`config.mk`:
```
export PLATFORM = sky130hd
export DESIGN_NAME = skvt_ctrl
export DESIGN_NICKNAME = d
export VERILOG_FILES = /design/src/rtl/skvt_pkg.sv /design/src/rtl/skvt_ctrl.sv
export SDC_FILE = /design/constraint.sdc
export NUM_CORES = 1
export LEC_CHECK = 0
export BUFFER_PORTS_ARGS = -buffer_cell sky130_fd_sc_hd__buf_2
export CORE_AREA = 2 2 39 41
export CTS_BUF_LIST = sky130_fd_sc_hd__clkbuf_16
export DETAILED_ROUTE_END_ITERATION = 8
export DIE_AREA = 0 0 41 43
export GPL_TIMING_DRIVEN = 0
export PLACE_DENSITY_LB_ADDON = 0.2
export SLEW_MARGIN = 15
export SYNTH_ARGS = -nofsm -noshare
export SYNTH_HDL_FRONTEND = slang
export SYNTH_SLANG_ARGS = --single-unit
```
`constraint.sdc`:
```
create_clock -name clock -period 1.29 [get_ports clock]
set_input_delay 0.129 -clock clock [delete_from_list [all_inputs] [get_ports clock]]
set_output_delay 0.129 -clock clock [all_outputs]
set_load 0.01 [all_outputs]
```
`src/rtl/skvt_pkg.sv`:
```
// Shared constants, codes and controller/datapath interface types for the sorted key-value table.
package skvt_pkg;

   // Default sizing
   localparam int CAPACITY_DEF  = 64;
   localparam int KEY_WIDTH_DEF = 31;

   // Fixed field widths
   localparam int OP_W     = 2;
   localparam int VAL_W    = 31;
   localparam int STAT_W   = 2;
   localparam int CSR_IDX_W = 1;

   // Opcodes
   localparam logic [OP_W-1:0] OP_CLEAR  = 2'd0;
   localparam logic [OP_W-1:0] OP_INSERT = 2'd1;
   localparam logic [OP_W-1:0] OP_LOOKUP = 2'd2;

   // Result status codes
   localparam logic [STAT_W-1:0] ST_OK   = 2'd0;
   localparam logic [STAT_W-1:0] ST_FULL = 2'd1;
   localparam logic [STAT_W-1:0] ST_DUP  = 2'd2;

   // Configuration register indexes
   localparam logic [CSR_IDX_W-1:0] CSR_DEFAULT_VALUE = 1'd0;
   localparam logic [CSR_IDX_W-1:0] CSR_DEFAULT_VALID = 1'd1;

   // Memory read address selection
   localparam logic [1:0] RD_NONE  = 2'd0;
   localparam logic [1:0] RD_MID   = 2'd1;
   localparam logic [1:0] RD_LO    = 2'd2;
   localparam logic [1:0] RD_PREV  = 2'd3;

   // Commands from controller to datapath
   typedef struct packed {
      logic       load;        // capture the accepted request
      logic       clear;       // empty the table
      logic       srch_init;   // lo = 0, hi = fill count
      logic       step;        // narrow the search window
      logic       final_chk;   // capture hit flag and value
      logic       shift_init;  // shift index = fill count
      logic       shift_step;  // move read entry up one place
      logic       shift_far;   // read two below shift index
      logic       ins_write;   // write the new pair, bump fill count
      logic       set_dup;
      logic       set_full;
      logic       rsp_load;    // load the output register
      logic [1:0] rd_sel;
   } cmd_type;

   // Status from datapath to controller
   typedef struct packed {
      logic [OP_W-1:0] opcode;
      logic            search_more;
      logic            empty;
      logic            full;
      logic            key_greater;
      logic            key_equal;
      logic            idx_zero;
      logic            idx_one;
      logic            rsp_free;
   } sts_type;

endpackage

```
`src/rtl/skvt_ctrl.sv`:
```
// Controller: sequences search, shift, insert and result load for one request at a time.
module skvt_ctrl (
   input  logic              clock,
   input  logic              reset,
   input  logic              req_tvalid,
   output logic              req_tready,
   input  skvt_pkg::sts_type sts,
   output skvt_pkg::cmd_type cmd
);

   localparam logic [3:0] S_IDLE        = 4'd0;
   localparam logic [3:0] S_DECODE      = 4'd1;
   localparam logic [3:0] S_SRCH_RD     = 4'd2;
   localparam logic [3:0] S_SRCH_CHK    = 4'd3;
   localparam logic [3:0] S_FINAL       = 4'd4;
   localparam logic [3:0] S_SHIFT_START = 4'd5;
   localparam logic [3:0] S_SHIFT_CHK   = 4'd6;
   localparam logic [3:0] S_INS_WR      = 4'd7;
   localparam logic [3:0] S_RESP        = 4'd8;

   logic [3:0] state_ff, state_in;

   assign req_tready = (state_ff == S_IDLE);

   // Next state and commands
   always_comb begin
      state_in = state_ff;
      cmd      = '0;
      cmd.rd_sel = skvt_pkg::RD_NONE;
      unique case (state_ff)
         S_IDLE: begin
            if (req_tvalid) begin
               cmd.load = 1'b1;
               state_in = S_DECODE;
            end
         end
         S_DECODE: begin
            unique case (sts.opcode)
               skvt_pkg::OP_CLEAR: begin
                  cmd.clear = 1'b1;
                  state_in  = S_RESP;
               end
               skvt_pkg::OP_INSERT, skvt_pkg::OP_LOOKUP: begin
                  cmd.srch_init = 1'b1;
                  if (!sts.empty) begin
                     state_in = S_SRCH_RD;
                  end else if (sts.opcode == skvt_pkg::OP_INSERT) begin
                     cmd.shift_init = 1'b1;
                     state_in       = S_SHIFT_START;
                  end else begin
                     state_in = S_RESP;
                  end
               end
               default: state_in = S_RESP;
            endcase
         end
         S_SRCH_RD: begin
            if (sts.search_more) begin
               cmd.rd_sel = skvt_pkg::RD_MID;
               state_in   = S_SRCH_CHK;
            end else begin
               cmd.rd_sel = skvt_pkg::RD_LO;
               state_in   = S_FINAL;
            end
         end
         S_SRCH_CHK: begin
            cmd.step = 1'b1;
            state_in = S_SRCH_RD;
         end
         S_FINAL: begin
            cmd.final_chk = 1'b1;
            priority if (sts.opcode != skvt_pkg::OP_INSERT) begin
               state_in = S_RESP;
            end else if (sts.key_equal) begin
               cmd.set_dup = 1'b1;
               state_in    = S_RESP;
            end else if (sts.full) begin
               cmd.set_full = 1'b1;
               state_in     = S_RESP;
            end else begin
               cmd.shift_init = 1'b1;
               state_in       = S_SHIFT_START;
            end
         end
         S_SHIFT_START: begin
            if (sts.idx_zero) begin
               state_in = S_INS_WR;
            end else begin
               cmd.rd_sel = skvt_pkg::RD_PREV;
               state_in   = S_SHIFT_CHK;
            end
         end
         S_SHIFT_CHK: begin
            // move larger entry up and fetch the next one below
            if (sts.key_greater) begin
               cmd.shift_step = 1'b1;
               if (sts.idx_one) begin
                  state_in = S_INS_WR;
               end else begin
                  cmd.rd_sel    = skvt_pkg::RD_PREV;
                  cmd.shift_far = 1'b1;
               end
            end else begin
               state_in = S_INS_WR;
            end
         end
         S_INS_WR: begin
            cmd.ins_write = 1'b1;
            state_in      = S_RESP;
         end
         S_RESP: begin
            if (sts.rsp_free) begin
               cmd.rsp_load = 1'b1;
               state_in     = S_IDLE;
            end
         end
         default: state_in = S_IDLE;
      endcase
   end

   // State register
   always_ff @(posedge clock) begin
      if (reset) begin
         state_ff <= S_IDLE;
      end else begin
         state_ff <= state_in;
      end
   end

endmodule

```
# Word-level counts from Yosys, hierarchy flattened
# Cells that the tools add are included.
# word_totals
output_inout_bits,15
elab_cells,62
inputBits,13
reg_bits,4
# classes
eq_ne,14
reduce_logical,4
mux,43
# ops
op,n
4-bit 2-to-1 mux,10
4-bit one-hot mux with 9 select lines,1
1-bit 2-to-1 mux,20
2-bit 2-to-1 mux,9
4-bit by 3-bit == test with 1-bit output (second input constant),4
4-bit by 2-bit == test with 1-bit output (second input constant),2
2-bit one-hot mux with 3 select lines,1
4-bit by 1-bit == test with 1-bit output (second input constant),1
4-bit == test (second input constant),1
4-bit logical NOT,1
2-bit inequality test (second input constant),2
3-bit 2-to-1 mux,1
3-bit inequality test (second input constant),1
3-bit AND reduction,1
2-bit by 1-bit == test with 1-bit output (second input constant),1
2-bit == test (second input constant),1
2-bit logical NOT,1
2-bit by 1-bit inequality test with 1-bit output (second input constant),1
1-bit one-hot mux with 2 select lines,1
2-bit OR reduction,1

# Logic depth before layout (Yosys ltp)
# Gate-level depths: netlist of the first run.
# logic_depth
depth_word,5
ltp_mapped,5
depth_no_buf,5

# Least setup slack after synthesis of the first run
# Ideal clock, no wire load.
# synth_path
path_kind,reg-to-output
start,register state_ff[3]
end,output cmd[13] (netlist name)
stages_incl_launch_ff,4
path_buffers,1
required_ns,1.161
slack_ns,-0.122
arrival_ns,1.283
cell_sequence,dfxtp_1 -> buf_2 -> nor4_1 -> and2_1
# synth_lines
item,line,rtl
start: declaration,skvt_ctrl.sv:21,"logic [3:0] state_ff, state_in;"
start signal: assignment,skvt_ctrl.sv:126,state_ff <= state_in;
end: declaration,skvt_ctrl.sv:8,output skvt_pkg::cmd_type cmd

==> impl_results.md, run 1 <==
- Sw Pwr: around 0.00027 W
- Filler cells: approximately 110
- Vias in the first global route: ~590
- Worst-skew pair later-pin latency: approximately 0.23 ns
- H-Tree Depth: 1
- Register area share after synthesis: approximately 15%
- Port buffer count: 27
- Placeable Area: roughly 1400 um^2
- Fin crit period: 1.46 ns
- Final setup fails: 13
- Crit start category: flop
- Hold WC Path Type: input port to flop
- Critical path fanouts, max: 5
- Worst Skew: 0.00175 ns
- CTS tree: built
- Leak: 0.494 nW
- Final Max Tran Viols: 0
- Gpl congestion: 0.779
- Initial DRC count: 9
- Period utilization: 113%
- CP required: roughly 1.2 ns
- Distinct cells, synth: 31
- Via count: a little over 700
- Final #Nets: approximately 130
- Initial antenna violation count: 0
- Ant diodes: 0
- Total GRT Usage: 21.1%
- Hold Vio Cnt, Final: 0
- Mapped Nets: 84
- Die height: 43 um
- Die ar.: around 1800 um^2
- Final WL: 1.96 mm
- Max Clock Freq: about 690 MHz
- Power per standard cell area: around 1000 nW/um^2
- Antenna-violating nets left: 0
- Top flop regs: state_ff x4
- Max Cap Violations: 0
- First-pass GRT wire length: around 2.6 mm
- DP Wirelength: about 1.1 mm
- DR pass1 iterations: 4
- Post-route cell area: 981 um^2
- Sequential Area: around 95 um^2
- Fin Setup TNS: -1.20 ns
- Largest Register: state_ff
- Crit Path Category: flop to primary output
- Wire per inst: between 15 and 20 um
- Clk network pwr share: about half
- Clock slew at reported path FFs: 0.03 ns
- Io pins: 28
- Post-Syn Area: about 540 um^2
- Root Buffer: clkbuf_16
- Synth-to-layout area growth: 82.3%
- Pwr Total: between 0.0009 and 0.001 W
- Cells after Synth: 68
- RSZ-0062 raised after global routing: true
- Area occupied by multi-input gates: 477 um^2
- # rows: 14
- Setup WS post-layout: -0.170 ns
- Slew margin rel.: 67.9%
- Worst hold margin: 0.151 ns
- Yosys reg bits: 4
- Failing checks: negative setup slack
- Bufs on Longest Clock Path: 2
- Die W: between 40 and 50 um
- Initial core utilization: between 30% and 40%
- Peak supply drop: around 840 uV
- Layout cell share with drive strength beyond 1: between 50% and 60%
- Synth Area per Inst: 7.91 um^2
- Hold_buf cts: 0
- WP data arrival: ~1.3 ns
- CTS Buf Count: 3
- Internal Power: between 0.0007 and 0.0008 W
- Gate power share: 33.6%
- Total gr overflow: 0
- Worst-Margin Slew: around 0.48 ns
- Drt via density: approximately 5.8
- Synth warn: 0
- Clk sinks: 4
- CP Capture Type: primary output
- Largest net degree at the start of global routing: 11
- Sequential power share: about 17%
- Outcome: finished with violations
- # DRC: 0
- Placed Area: 699 um^2
- Sw Ratio: a little over a quarter
- Max reg flops: 4
## critical path, cell delays in order, from the launching register on
cell and delay (ns):
dfxtp_4 0.37, nor4b_4 0.37, and4b_1 0.24, buf_2 0.13
## area by class of cell
| cell class | count | share of cell area (%) |
|---|---|---|
| inverter | 7 | 2.68 |
| timing repair buffer | 36 | 23.6 |
| tap | 16 | 2.04 |
| buffer | 4 | 5.74 |
| multi-input combinational | 53 | 48.6 |
| clock buffer | 3 | 7.65 |
| sequential | 4 | 9.69 |
## stage by stage
step / setup slack [ns] / util [%] / instances
after floorplan: 0.00808 / - / 68
after global placement: -0.0306 / 50.5 / 111
after detailed placement: -0.0322 / 50.5 / 111
after CTS: -0.152 / 61.6 / 119
after global routing: -0.232 / 70.9 / 123
final: -0.170 / 70.9 / 123
## synthesized netlist by cell type, drive strengths merged
cell    count  area, um^2
inv         7        26.3
o21ai       6        30.0
nor2b       5        31.3
a32oi       4        42.6
buf         4        22.5
dfxtp       4        80.1
nand2       4        15.0
nor3        4        20.0
and2        3        18.8
and3        3        18.8
ha          3        37.5
a21oi       2        10.0
and3b       2        18.8
nor2        2        7.51
nor4        2        12.5
nor4b       2        47.6
o221ai      2        17.5
a211o       1        8.76
a311oi      1        15.0
a31oi       1        6.26
and2b       1        10.0
and4b       1        10.0
nand4b      1        8.76
nor3b       1        7.51
o41ai       1        8.76
or2         1        6.26
## placed cells by master (no fill, tap or decap), types with 2 or more instances in the layout
master	n
a21oi_1	2
a32oi_1	2
a32oi_2	2
and2_1	3
and3_1	3
buf_2	27
buf_4	6
buf_6	2
buf_8	4
clkbuf_16	4
dfxtp_4	4
ha_1	3
inv_1	6
nand2_1	3
nor2_1	2
nor2b_1	5
nor3_2	2
nor4b_4	2
o21ai_0	3
o21ai_1	3
o221ai_1	2
## cells by family after synthesis
| logic type | synth area share (%) |
|---|---|
| fa+ha+maj | 6.98 |
| compound gates | 25.8 |
| flops | 14.9 |
| simple gates | 43.3 |
| buf+inv | 9.07 |
## routing by layer
metal / GRT usage, % / vias to the layer above / wire (um)
li1: - / 331 / -
met1: 27.5 / 331 / 745
met2: 34.4 / 43 / 1020
met3: 4.71 / 4 / 141
met4: 4.00 / 0 / 51
met5: 0 / - / 0
## worst paths after layout
| path | end | depth (start not counted) | start | slack [ns] |
|---|---|---|---|---|
| max reg2reg | state_ff[3] | 4 | state_ff[3] | -0.08 |
| min | state_ff[2] | 2 | reset | 0.15 |
| max | cmd[3] | 3 | state_ff[3] | -0.17 |
| min reg2reg | state_ff[1] | 3 | state_ff[2] | 0.67 |
## what timing repair did
item                                    CTS  global route
resized for setup                        13            20
cloned                                    0             1
pin swaps                                 5             8
buffers inserted                          5             4
endpoints found under the setup margin   17            18
## power by group through the flow
stage | clock network (W) | logic [W] | registers [W]
floorplan | 0 | 0.000147 | 0.000155
global placement | 0 | 0.000215 | 0.000159
detailed placement | 0 | 0.000217 | 0.000159
CTS | 0.000484 | 0.000252 | 0.000162
global route | 0.000504 | 0.000353 | 0.000168
finish | 0.000487 | 0.000329 | 0.000165
(Power assumes the default switching activity.)
==> inputs of run 2 (changes only) <==
Settings changed: CORE_AREA 2 2 39 41 to unset, CORE_MARGIN set to 1.5, CORE_UTILIZATION set to 32, DIE_AREA 0 0 41 43 to unset.
==> impl_results.md, run 2 (same netlist as run 1, synthesis figures left out) <==
- Drt via density: approximately 5.4
- Final setup fails: 15
- Place WS: -0.0618 ns
- Met2 usage: around 29%
- Die ar.: 1940 um^2
- Fin Setup TNS: -1.42 ns
- WP data arrival: 1.36 ns
- # rows: 14
- Worst-skew pair later-pin latency: ~0.23 ns
- Leak: ~0.52 nW
- Fin crit period: about 1.5 ns
- Setup WS post-layout: -0.199 ns
- Root Buffer: clkbuf_16
- Outcome: finished with violations
- Critical path fanouts, max: 5
- CP Cell Sequence: nor4b_4 > and4b_1 > buf_2
- M1 GR Usage: about a quarter
- Period utilization: 115%
- Initial antenna violation count: 0
- Via count: approximately 680
- Vias in the first global route: 581
- Antenna-violating nets left: 0
- Max reg flops: 4
- Clock slew at reported path FFs: ~0.030 ns
- Final Max Tran Viols: 0
- Crit start category: flop
- Power per standard cell area: 943 nW/um^2
- Initial DRC count: 19
- Slowest cell on crit path: nor4b_4
- H-Tree Depth: 1
- DP Wirelength: around 1.1 mm
- Port buffer count: 27
- Crit Path Category: flop to primary output
- Die height: approximately 44 um
- Max Clock Freq: 672 MHz
- Max incr delay on CP: between 0.4 and 0.5 ns
- Clk sinks: 4
- Final #Nets: 128
- First-pass GRT wire length: around 2.6 mm
- Synth-to-layout area growth: 86.5%
- Largest Register: state_ff
- DR pass1 iterations: 4
- Most common cell after layout, fill and taps aside: buf_2
- Bufs on Longest Clock Path: 2
- Top flop regs: state_ff x4
- Grt peak-use layer: met2
- RSZ-0062 raised after global routing: true
- M3 GR Usage: under 10%
- CP required: approximately 1.2 ns
- Total GRT Usage: around a fifth
- Sequential Area: around 95 um^2
- Placeable Area: about 1500 um^2
- # DRC: 0
- Die W: roughly 44 um
- Io pins: 28
- Crit path max-delay family: simple AND/OR/NAND/NOR gates
- Worst-Margin Slew: between 0.5 and 0.6 ns
- Filler cells: about 140
- Placed insts: 111
- Worst Skew: roughly 0.0042 ns
- Ant diodes: 0
- Slew margin rel.: between 60% and 70%
- Gpl congestion: 0.737
- Wire per inst: about 14 um
- Crit path buf inv count: 1
- Peak supply drop: about 770 uV
- Max Cap Violations: 0
- Final WL: between 1.5 and 2 mm
- Final cell count without fillers: about 130
- Commonest cells after routing, fill and taps aside: buf_2 (25), buf_4 (9), inv_1 (6)
- Largest net degree at the start of global routing: 11
- Area occupied by multi-input gates: roughly 480 um^2
- CP Capture Type: primary output
- Layout cell share with drive strength beyond 1: 60.9%
- Total gr overflow: 0
- CTS tree: built
- Hold Vio Cnt, Final: 0
- Hold WC Path Type: input port to flop
- CTS Buf Count: 3
- Initial core utilization: about a third
- Failing checks: negative setup slack
## run 2: final cells by class
type,count,share of cell area [%]
Buffer,4,5.61
Clock buffer,3,7.48
Inverter,7,2.62
Multi-Input combinational cell,53,47.6
Sequential cell,4,9.48
Tap cell,16,2.00
Timing Repair Buffer,39,25.2
## run 2: path summary, 6_finish.rpt
check / startpoint / endpoint / slack [ns] / cells after the start
worst min-delay path: reset / state_ff[2] / 0.15 / 2
worst max-delay path: state_ff[1] / cmd[3] / -0.20 / 3
worst min register to register: state_ff[3] / state_ff[2] / 0.72 / 3
worst max register to register: state_ff[1] / state_ff[0] / -0.05 / 5
## run 2: power breakdown
part	internal (W)	switching [W]	leakage, nW
Clock	0.000396	0.0000870	0.0370
Combinational	0.000160	0.000139	0.443
Sequential	0.000136	0.0000275	0.0356
Total	0.000692	0.000254	0.516
## run 2: worst reg2reg max path, cell delays in order, from the launching register on
cell      delay [ns]
dfxtp_4         0.36
buf_4           0.14
buf_8           0.14
buf_4           0.14
a211o_1         0.26
a311oi_2        0.22
## run 2: stage by stage
step | total power [W] | area, um^2 | hold WS (ns) | util [%]
6_report | 0.000946 | 1000 | 0.155 | 65.1
5_1_grt | 0.000991 | 1000 | 0.160 | 65.1
4_1_cts | 0.000927 | 910 | 0.132 | 59.0
3_5_place_dp | 0.000378 | 699 | 0.356 | 45.4
3_3_place_gp | 0.000373 | 699 | 0.355 | 45.4
2_1_floorplan | 0.000302 | 544 | 0.198 | -
## run 2: routing by layer
layer | part of all wire, % | vias up | routed length, um
met3 | 4.8 | 2 | 85
met5 | 0 | - | 0
met2 | 50 | 18 | 881
met4 | 0.45 | 0 | 8
met1 | 45 | 318 | 793
li1 | - | 341 | -
## run 2: timing repair
action | 4_1_cts | 5_1_grt
endpoints found under the setup margin | 16 | 17
hold buffers | 0 | 0
buffers inserted | 8 | 5
pin swaps | 4 | 5
resized for setup | 23 | 15
==> inputs of run 3 (changes only) <==
Settings changed: SETUP_SLACK_MARGIN set to 0.5.
==> impl_results.md, run 3 (same netlist as run 1, synthesis figures left out) <==
- Outcome: finished with violations
- Failing checks: negative setup slack
- Initial antenna violation count: 0
- Total GRT Usage: between 10% and 20%
- Total gr overflow: 0
- Via count: around 650
- Max reg flops: 4
- Met2 usage: between 20% and 30%
- Final setup fails: 14
- Final core occ: approximately 64%
- Final WL: 1.51 mm
- Layout cell share with drive strength beyond 1: between 60% and 70%
- Initial DRC count: 3
- Most common cell after layout, fill and taps aside: buf_2
- Power per standard cell area: roughly 950 nW/um^2
- Max Clock Freq: ~700 MHz
- Placeable Area: 1540 um^2
- CTS Buf Count: 3
- Final Max Tran Viols: 0
- H-Tree Depth: 1
- Slew margin rel.: 74.2%
- Vias in the first global route: 575
- Synth-to-layout area growth: 84.0%
- # rows: 14
- CP required: 1.16 ns
- Leak: ~0.50 nW
- DR pass1 iterations: 3
- CP Capture Type: primary output
- Max incr delay on CP: 0.39 ns
- CTS tree: built
- First-pass GRT wire length: between 2 and 3 mm
- Antenna-violating nets left: 0
- Initial core utilization: between 30% and 40%
- Worst hold margin: 0.161 ns
- Largest Register: state_ff
- Gpl congestion: ~0.77
- DP Wirelength: 1.10 mm
- Grt peak-use layer: met2
- M3 GR Usage: about 5%
- Crit path buf inv count: 1
- Wire per inst: ~12 um
- Worst-skew pair later-pin latency: around 0.22 ns
- Root Buffer: clkbuf_16
- Drt via density: ~5.2
- Crit Path Category: flop to primary output
- Io pins: 28
- # DRC: 0
- Commonest cells after routing, fill and taps aside: buf_2 (25), buf_4 (10), buf_6 (5), inv_1 (5), nor2b_1 (4)
- Fin crit period: around 1.4 ns
- Bufs on Longest Clock Path: 2
- Max Cap Violations: 0
- Peak supply drop: between 500 and 600 uV
- Worst Skew: between 0.0015 and 0.002 ns
- Hold WC Path Type: input port to flop
- Final cell count without fillers: approximately 120
- Die ar.: ~1900 um^2
- Filler cells: between 100 and 150
- WP data arrival: ~1.3 ns
- Clk sinks: 4
- M1 GR Usage: 22.8%
- Ant diodes: 0
- Critical path fanouts, max: 5
- Crit path max-delay family: simple AND/OR/NAND/NOR gates
- Setup WS post-layout: -0.159 ns
- Die W: 44.0 um
- Port buffer count: 27
- Placed Area: roughly 750 um^2
- Post-route cell area: between 900 and 1000 um^2
- CP Cell Sequence: nor4b_4 > and4b_1 > buf_2
- Largest net degree at the start of global routing: 11
- Crit start category: flop
- Top flop regs: state_ff x4
- Clock slew at reported path FFs: about 0.030 ns
- Hold Vio Cnt, Final: 0
- Die height: roughly 44 um
- Worst-Margin Slew: about 0.38 ns
- Slowest cell on crit path: nor4b_4
- Period utilization: 112%
- RSZ-0062 raised after global routing: true
- Placed insts: between 100 and 150
- Final #Nets: ~130
==> run 3: final cells by class <==
class | instances | area (um^2) | share of cell area (%)
Tap cell | 16 | 20.0 | 2.02
Buffer | 4 | 45.0 | 4.55
Clock buffer | 3 | 75.1 | 7.59
Sequential cell | 4 | 92.6 | 9.36
Multi-Input combinational cell | 53 | 504 | 50.9
Timing Repair Buffer | 37 | 226 | 22.9
Inverter | 7 | 26.3 | 2.65
==> run 3: final timing paths <==
check,startpoint,end,slack (ns),depth (start not counted)
max,state_ff[3],cmd[3],-0.16,3
min,reset,state_ff[2],0.16,2
max reg2reg,state_ff[3],state_ff[0],-0.10,5
min reg2reg,state_ff[2],state_ff[1],0.67,3
==> run 3: layer usage <==
layer	part of all wire [%]	routed length, um
met1	47	712
met2	45	683
met3	6.1	92
met4	1.3	19
met5	0	0
==> run 3: repair_timing <==
action / in CTS / in global routing
buffers inserted: 6 / 4
setup endpoints to repair: 19 / 19
hold buffers: 0 / 0
hold endpoints to repair: 0 / 0
pin swaps: 6 / 5
resized for setup: 13 / 8
==> run 3: where the power goes <==
part	leakage (nW)	internal [W]	total, W	switching, W
Sequential	0.0353	0.000136	0.000157	0.0000212
Combinational	0.428	0.000155	0.000300	0.000145
Clock	0.0370	0.000396	0.000485	0.0000885
Total	0.501	0.000686	0.000941	0.000255
==> run 3: stage by stage <==
stage	worst slack, ns	power [W]	setup TNS, ns
6_report	-0.159	0.000941	-1.26
2_1_floorplan	0.100	0.000333	0
5_1_grt	-0.247	0.000992	-2.44
3_3_place_gp	0.0198	0.000405	0
4_1_cts	-0.175	0.000925	-1.40
3_5_place_dp	0.0285	0.000408	0
